===== config.mk =====
export PLATFORM = sky130hd
export DESIGN_NAME = ccr_divider
export DESIGN_NICKNAME = d
export VERILOG_FILES = /design/src/hdl/ccr_divider.sv
export SDC_FILE = /design/constraint.sdc
export NUM_CORES = 1
export LEC_CHECK = 0
export BUFFER_PORTS_ARGS = -buffer_cell sky130_fd_sc_hd__buf_2
export CAP_MARGIN = 25
export CORE_ASPECT_RATIO = 0.8
export CORE_MARGIN = 8
export CORE_UTILIZATION = 30
export DETAILED_ROUTE_END_ITERATION = 12
export PLACE_DENSITY = 0.46
export SYNTH_ARGS = -nofsm -noshare
export SYNTH_HDL_FRONTEND = slang
export SYNTH_SLANG_ARGS = --single-unit

===== constraint.sdc =====
create_clock -name clk -period 6.8 [get_ports clk]
set_input_delay 0.68 -clock clk [delete_from_list [all_inputs] [get_ports clk]]
set_output_delay 0.68 -clock clk [all_outputs]
set_load 0.02 [all_outputs]

===== src/hdl/ccr_divider.sv =====
// Pipelined restoring divider, one quotient bit per register stage.
// Depends on nothing but its parameters; the tag rides along unchanged.
module ccr_divider #(
    parameter int NUM_W = 27,
    parameter int DEN_W = 17,
    parameter int QW    = 15,
    parameter int TAG_W = 33
) (
    input  logic             clk,
    input  logic             rst_n,
    input  logic             in_vld,
    input  logic [NUM_W-1:0] num,
    input  logic [DEN_W-1:0] den,
    input  logic [TAG_W-1:0] tag,
    output logic             out_vld,
    output logic [QW-1:0]    quot,
    output logic [TAG_W-1:0] tag_out
);
    // The caller guarantees num < den * 2^QW, so num >> QW starts below den.
    logic [DEN_W-1:0] rem_reg [QW];
    logic [QW-1:0]    dl_reg  [QW];
    logic [QW-1:0]    q_reg   [QW];
    logic [DEN_W-1:0] den_reg [QW];
    logic [TAG_W-1:0] tag_reg [QW];
    logic [QW-1:0]    vld_reg;

    for (genvar s = 0; s < QW; s++)
    begin : g_stage
        logic [DEN_W-1:0] rem_in;
        logic [QW-1:0]    dl_in;
        logic [QW-1:0]    q_in;
        logic [DEN_W-1:0] den_in;
        logic [TAG_W-1:0] tag_in;
        logic             vld_in;
        logic [DEN_W:0]   trial;
        logic [DEN_W:0]   diff;
        logic             ge;

        if (s == 0)
        begin : g_first
            assign rem_in = DEN_W'(num >> QW);
            assign dl_in  = num[QW-1:0];
            assign q_in   = '0;
            assign den_in = den;
            assign tag_in = tag;
            assign vld_in = in_vld;
        end
        else
        begin : g_rest
            assign rem_in = rem_reg[s-1];
            assign dl_in  = dl_reg[s-1];
            assign q_in   = q_reg[s-1];
            assign den_in = den_reg[s-1];
            assign tag_in = tag_reg[s-1];
            assign vld_in = vld_reg[s-1];
        end

        assign trial = {rem_in, dl_in[QW-1]};
        assign diff  = trial - {1'b0, den_in};
        assign ge    = (trial >= {1'b0, den_in});

        always_ff @(posedge clk or negedge rst_n)
        begin
            if (!rst_n)
            begin
                vld_reg[s] <= 1'b0;
            end
            else
            begin
                vld_reg[s] <= vld_in;
            end
        end

        always_ff @(posedge clk)
        begin
            rem_reg[s] <= ge ? diff[DEN_W-1:0] : trial[DEN_W-1:0];
            dl_reg[s]  <= {dl_in[QW-2:0], 1'b0};
            q_reg[s]   <= {q_in[QW-2:0], ge};
            den_reg[s] <= den_in;
            tag_reg[s] <= tag_in;
        end
    end

    assign out_vld = vld_reg[QW-1];
    assign quot    = q_reg[QW-1];
    assign tag_out = tag_reg[QW-1];

endmodule


* After elaboration in Yosys (flattened, before gate mapping)
Memories as Yosys holds them, arrays and structs flattened.
Index checks and enable logic that the tools add are counted.
** Operators by class
- $add $sub $neg :: 15
- $lt $le $gt $ge :: 15
- Multiplexer cells :: 15
** Operator list (number)
- two-way mux 17 bit :: 15
- >= comparator 18 x 17 -> 1 bit :: 14
- subtractor 17 bit :: 14
- >= comparator 13 x 17 -> 1 bit :: 1
- subtractor 13 x 17 -> 17 bit :: 1
** Storage, ports and cells
- Bits in registers :: 15
- Memory bits (writable) :: 1440
- Input port bits :: 80
- Output and inout bits :: 49
- Word-level logic and storage cells :: 65
- Memories kept :: 5
** Memories
- tag_reg :: words 15, bits a word 33, rd ports 15, clocked after memory_dff 0, write ports 15, line 24 : logic [TAG_W-1:0] tag_reg [QW];
- den_reg :: words 15, bits a word 17, rd ports 14, clocked after memory_dff 0, write ports 15, line 23 : logic [DEN_W-1:0] den_reg [QW];
- rem_reg :: words 15, bits a word 17, rd ports 14, clocked after memory_dff 0, write ports 15, line 20 : logic [DEN_W-1:0] rem_reg [QW];
- q_reg :: words 15, bits a word 15, rd ports 15, clocked after memory_dff 0, write ports 15, line 22 : logic [QW-1:0] q_reg [QW];
- dl_reg :: words 15, bits a word 14, rd ports 14, clocked after memory_dff 0, write ports 15, line 21 : logic [QW-1:0] dl_reg [QW];

* Longest topological paths before layout
Gate-level depths: netlist of the first run.
An unclocked memory read counts as a cell.
- Word-level depth :: 3
- Depth in mapped cells :: 14
- Depth with buffers taken out :: 12

* Least setup slack after synthesis of the first run
Ideal clock, no wire load.
- Path type :: flip-flop to flip-flop
- Start :: mem dl_reg[1][41] in the netlist's numbering
- End :: mem rem_reg[11][8], in the netlist rem_reg[1][59]
- Library setup time :: 0.121 ns
- Data arrival time :: 3.030 ns
- Required time :: 6.679 ns
- Slack :: 3.649 ns
- Stages on the path, launching flop included :: 14
- Path buffers :: 1
- Clock period less this slack :: 3.151 ns
- Path through :: dfxtp_1 > inv_1 > ha_1 > inv_1 > fa_1 > a211oi_1 > o21ai_0 > a21oi_1 > o31a_1 > o221ai_1 > a21o_1 > a31oi_2 > buf_4 > mux2_2
** RTL lines (line)
- from (decl) :: 21
- to (decl) :: 20

==> results of run 1 <==
[cells by family (layout without fill, tap and decap cells)]
group           Yosys count  after routing  share of synthesized area (%)
xor+xnor                187            187                           4.24
simple gates            421            421                           5.27
flops                  1211           1211                           62.9
fa+ha+maj               265            265                           8.85
compound gates          600            600                           10.2
mux                     174            174                           5.03
buf+inv                 355            746                           3.53
[layout make-up]
class / count / area, sq um / share of cell area [%]
Inverter: 326 / 1220 / 2.65
Timing Repair Buffer: 194 / 1290 / 2.79
Clock buffer: 170 / 3370 / 7.29
Clock inverter: 56 / 872 / 1.89
Sequential cell: 1211 / 24300 / 52.6
Tap cell: 1725 / 2160 / 4.67
Multi-Input combinational cell: 1647 / 13000 / 28.1
[worst reg2reg max path, cell delays in order (launching register included)]
cell,delay [ns]
dfxtp_1,0.30
inv_1,0.06
ha_1,0.17
inv_1,0.05
fa_1,0.44
a211oi_1,0.30
o21ai_0,0.20
a21oi_1,0.34
o31a_1,0.21
o21ai_0,0.09
a21o_1,0.21
a31oi_2,0.53
buf_8,0.23
mux2_2,0.34
[layout by cell type, fill, tap and decap left out, types with 66 or more instances in the layout]
cell,instances
a21o_1,77
o21ai_0,106
buf_2,128
clkbuf_16,121
xnor2_1,121
dfxtp_1,1196
inv_1,326
xor2_1,66
a21oi_1,187
nand2_1,92
mux2_2,162
ha_1,251
nor2_1,126
[repair_timing]
item,CTS,global route
hold buffers,56,0
hold endpoints to repair,70,0
gates resized for setup,0,0
[power by group]
part / switching (mW) / internal (mW) / total (mW) / leakage, nW
Clock: 2.81 / 4.07 / 6.88 / 2.05
Sequential: 0.562 / 8.32 / 8.89 / 10.2
Combinational: 3.36 / 3.16 / 6.52 / 8.10
[through the flow]
step | cell area [sq um] | worst slack, ns
after floorplan | 38700 | 3.65
after global placement | 41400 | 2.93
after detailed placement | 41400 | 2.95
after CTS | 46200 | 2.92
after global routing | 46200 | 2.76
final | 46200 | 3.20
[how the worst min path moves through the flow]
stage	start	to	slack, ns	cells after the start
CTS	den[5]	den_reg[0][5]	0.002	1
finish	den[5]	den_reg[0][5]	0.09	1
floorplan	dl_reg[0][90]	dl_reg[0][105]	0.31	0
global route	den[6]	den_reg[0][6]	0.01	1
global placement	dl_reg[1][11]	dl_reg[1][26]	0.31	0
detailed placement	dl_reg[0][90]	dl_reg[0][105]	0.31	0
[routing by layer]
metal	routed length, um	global-route usage [%]
met5	0	0
met4	2040	3.42
met3	3050	2.69
met2	27500	14.3
met1	35100	13.1
==> implementation parameters, run 1 <==
Parameter                              Value

Run status
  Outcome    finished, final reports clean

Setup path
  Top fanout value on the critical path    10
  First element of the critical path    dl_reg[0][69]
  Slack of the worst reg-to-reg path    about 3.2 ns
  Critical path data arrival time    4.19 ns
  Required time of the critical path    7.39 ns
  Startpoint Class    flip-flop
  Worst Reg-to-Reg Cells    13
  Family of cells with the greatest summed delay on the critical path    compound AO/OA/AOI/OAI gates
  Worst R2R End    rem_reg[0][92]
  Startpoint-to-endpoint class of the critical path    reg2reg
  Logic depth of the worst setup path including buffers    13
  Slowest cell delay on critical path    ~0.53 ns
  Master of the slowest instance on the critical path    a31oi_2
  Critical Path Sink    rem_reg[0][92]
  Worst Setup End Kind    flip-flop
  Cells traversed along the worst timing path    inv_1 > ha_1 > inv_1 > fa_1 > a211oi_1 > o21ai_0 > a21oi_1 > o31a_1 > o21ai_0 > a21o_1 > a31oi_2 > buf_8 > mux2_2
  RR Startpoint    dl_reg[0][69]
  Combined buffer and inverter count along the critical path    3

Global routing
  Sum of overflow across all layers after global routing    0
  Antenna violations before repair    0
  Overall Global Routing Usage    roughly a tenth
  Maximum number of pins on one net before global-route repair    33
  Vias in the first global route    between 20000 and 25000
  Wire length of the first global-routing pass    112000 um

Timing
  Number of endpoints failing setup at the final stage    0
  Setup clock skew after layout    between 0.04 and 0.05 ns
  Setup repair after global routing missed its margin    no
  Slew at the pin closest to its max-slew limit    ~0.99 ns
  Post-route fraction of the period consumed by the critical path    a little over half
  Maximum clock frequency    ~0.28 GHz
  Minimum period implied by the final worst setup slack    ~3.6 ns
  Worst Hold Slack    0.0900 ns
  Tightest slew margin relative to the limit    between 30% and 40%
  Post-Route Setup TNS    0 ns
  Final-report max-slew violation count    0
  Hold violation total from the final report    0

Cells and area
  Fraction of layout instances using a drive strength above 1    between 10% and 20%
  Area Overhead vs Synth    19.6%
  Fillcell total    about 13000
  ANT cells    0
  Number of flip-flops in the largest register    about 500
  Final nets    3845
  Final core occ    a little over a third
  Layout Cells excl Fill    5329

Placement
  HPWL after detailed placement    just under 50000 um
  Final weighted congestion in routability-driven placement    0.799
  Number of buffer cells added on primary ports    128
  Cell count after placement    approximately 5000

Synthesis
  Total number of yosys warnings    0
  Count leader, synth    dfxtp_1
  Fraction of registers with async set/reset    1.24%
  Top flip-flop cell by instance count after synthesis    dfxtp_1
  Area of the mapped netlist    roughly 39000 sq um
  Synth top cells by count    dfxtp_1, inv_1, ha_1
  Post-synth top area cell    dfxtp_1
  Number of instances in the synthesized netlist    about 3200
  Top cell type's share of synthesized area    between 60% and 70%
  Mean instance size in the synthesized netlist    roughly 12 sq um
  Number of unique standard cell types used by synthesis    74
  Most area-consuming cells after synthesis    dfxtp_1, ha_1, mux2_2
  Fraction of the yosys area taken by sequential cells    between 60 and 70%
  Post-synth EDFFs    0
  Post-synthesis net count    ~3600
  Number of synthesized register bits    between 1000 and 1500

Route
  DRC viols    0
  Routed wire length    a little under 70000 um
  Vias    roughly 22000
  Drt via density    between 4 and 5
  Antenna violation net count after detailed routing    0
  Detailed Routing Iterations Pass 1    5
  Violation count after the first detailed-route iteration    a little over 1000
  Final routed wire length divided by cell count    ~13 um

Floorplan
  Number of top-level pins    ~130
  Chip Width    417 um
  Starting density of the core    between 30% and 40%
  Area inside the core boundary    roughly 130000 sq um
  Die Outline Area    141000 sq um
  Number of rows created at floorplan    around 120
  Height of the chip    around 340 um

Clocking
  Clk sink count    approximately 1200
  Maximum buffer depth of the clock tree    3
  Clock Latency Late Sink    0.73 ns
  H-tree Lvls    3
  Clock transition at the registers of the reported paths    about 0.07 ns
  # Post-CTS Setup Buffers    0
  Clock tree from TritonCTS    built
  CTS root buf    clkbuf_16
  Clock buffers created by TritonCTS    120

Power and ir drop
  Overall power    around 22 mW
  Power density over the cells    approximately 480 nW/um^2
  Max rail drop VDD    roughly 0.0003 V
  Static power due to leakage    between 20 and 25 nW

Min path
  Hold Crit Class    in2reg

Flow run
  Number of maximum-capacitance constraint violations    0
No activity file was read; power rests on OpenSTA's default activity.
==> run 2: changes to the inputs <==
--- a/config.mk
+++ b/config.mk
@@ -11,7 +11,7 @@
 export CORE_MARGIN = 8
 export CORE_UTILIZATION = 30
 export DETAILED_ROUTE_END_ITERATION = 12
-export PLACE_DENSITY = 0.46
+export PLACE_DENSITY = 0.48
 export SYNTH_ARGS = -nofsm -noshare
 export SYNTH_HDL_FRONTEND = slang
 export SYNTH_SLANG_ARGS = --single-unit
==> constraint.sdc (replaced) <==
create_clock -name clk -period 3.1 [get_ports clk]
set_input_delay 0.31 -clock clk [delete_from_list [all_inputs] [get_ports clk]]
set_output_delay 0.31 -clock clk [all_outputs]
set_load 0.02 [all_outputs]
==> implementation parameters, run 2 (synthesized netlist as in run 1, its figures left out) <==
Parameter                              Value

Global routing
  Sum of overflow across all layers after global routing    0
  Antenna violations before repair    1
  Vias in the first global route    roughly 23000
  Overall Global Routing Usage    under 10%
  Maximum number of pins on one net before global-route repair    29
  Wire length of the first global-routing pass    111000 um

Run status
  Outcome    finished, final reports clean

Cells and area
  Area Overhead vs Synth    23.6%
  Number of flip-flops in the largest register    around 500
  Final core occ    roughly 37%
  Commonest cells after routing, fill and taps aside    dfxtp_1, inv_1, ha_1
  Fraction of layout instances using a drive strength above 1    18.4%
  Most frequent standard cell in the layout excluding fill and tap cells    dfxtp_1
  Final nets    between 3000 and 4000
  Layout Cells excl Fill    roughly 5400

Route
  Final routed wire length divided by cell count    between 10 and 15 um
  Violation count after the first detailed-route iteration    approximately 900
  Antenna violation net count after detailed routing    0
  Drt via density    about 4.1
  DRC viols    0
  Vias    22500
  Detailed Routing Iterations Pass 1    5
  Routed wire length    around 68000 um

Timing
  Worst Setup Slack, final    around 0.019 ns
  Setup clock skew after layout    approximately 0.035 ns
  Setup repair after global routing missed its margin    yes
  Maximum clock frequency    ~0.32 GHz
  Number of endpoints failing setup at the final stage    0
  Hold violation total from the final report    0
  Post-route fraction of the period consumed by the critical path    between 90% and 100%
  Slew at the pin closest to its max-slew limit    a little over 0.6 ns
  Minimum period implied by the final worst setup slack    around 3.1 ns
  Final-report max-slew violation count    0
  Tightest slew margin relative to the limit    just under 60%

Floorplan
  Area inside the core boundary    between 100000 and 150000 sq um
  Height of the chip    337 um
  Number of top-level pins    129
  Number of rows created at floorplan    117
  Starting density of the core    between 30% and 40%
  Die Outline Area    141000 sq um
  Chip Width    417 um

Setup path
  Worst Reg-to-Reg Cells    14
  Worst Setup End Kind    flip-flop
  Startpoint-to-endpoint class of the critical path    reg2reg
  Critical path data arrival time    3.69 ns
  Startpoint Class    flip-flop
  Required time of the critical path    3.71 ns
  Top fanout value on the critical path    4

Flow run
  Number of maximum-capacitance constraint violations    0

Placement
  HPWL after detailed placement    between 40000 and 50000 um
  Cell count after placement    ~5100
  Number of buffer cells added on primary ports    128
  Final weighted congestion in routability-driven placement    0.812
  Worst setup slack before clock tree synthesis    -0.130 ns

Clocking
  Clock tree from TritonCTS    built
  Clock buffers created by TritonCTS    120
  CTS root buf    clkbuf_16
  Maximum buffer depth of the clock tree    3
  Clock transition at the registers of the reported paths    about 0.070 ns
  Clock Latency Late Sink    ~0.74 ns
  H-tree Lvls    3
  Clk sink count    about 1200

Min path
  Cell depth of the worst min-delay path    2
  Hold Crit Class    in2reg

Power and ir drop
  Static power due to leakage    between 20 and 25 nW
  Max rail drop VDD    0.000534 V
  Power density over the cells    around 1100 nW/um^2
  Overall power    between 50 and 60 mW
-- run 2: through the flow --
step                TNS, ns  cell area (sq um)  hold WS (ns)
floorplan            -0.266              38700        0.0144
global placement     -0.438              42000         0.220
detailed placement    -1.21              42000         0.225
CTS                       0              47200         0.115
global route          -1.97              47800         0.127
finish                    0              47800         0.205
-- run 2: cell type report --
type,count,area (sq um)
timing repair buffer,308,2480
clock inverter,77,1000
fill,12400,79700
multi-input combinational,1647,13300
tap,1725,2160
antenna,2,5.00
sequential,1211,24300
clock buffer,151,3300
inverter,326,1220
-- run 2: worst paths after layout --
path | endpoint | slack (ns) | startpoint
max | rem_reg[0][105] | 0.02 | dl_reg[0][83]
min in group asynchronous | g_stage[7].vld_in | 0.70 | rst_n
max reg2reg | rem_reg[0][105] | 0.02 | dl_reg[0][83]
min reg2reg | dl_reg[1][26] | 0.30 | dl_reg[1][11]
max in group asynchronous | g_stage[1].vld_in | 2.00 | rst_n
min | dl_reg[0][11] | 0.20 | num[11]
-- run 2: worst max-delay path: stages, from the launching register on --
cell and delay (ns):
dfxtp_2 0.32, inv_2 0.07, ha_4 0.13, inv_2 0.03, fa_2 0.33, a21o_1 0.21
a221oi_2 0.34, o31ai_2 0.12, a21oi_2 0.16, o31a_2 0.19, o21ai_2 0.07, a2111oi_4 0.34
clkbuf_16 0.23, clkbuf_16 0.14, mux2_4 0.29
-- run 2: metal layers --
metal	wire length, um	global-route usage (%)
met2	30900	15.3
met3	2930	2.74
met4	2600	3.73
met5	0	0
met1	31800	11.5
-- run 2: power breakdown --
| part | internal [mW] | switching, mW | leakage, nW |
|---|---|---|---|
| clock | 8.92 | 6.36 | 2.07 |
| sequential | 18.3 | 1.21 | 10.2 |
| combinational | 8.48 | 7.73 | 8.87 |
-- run 2: timing repair --
item                                   4_1_cts  5_1_grt
buffers inserted                             0       17
resized for setup                            4       83
cloned                                       0        8
setup endpoints to repair                   33      148
pin swaps                                    1       30
endpoints found under the hold margin       98        0
hold buffers                                80        0
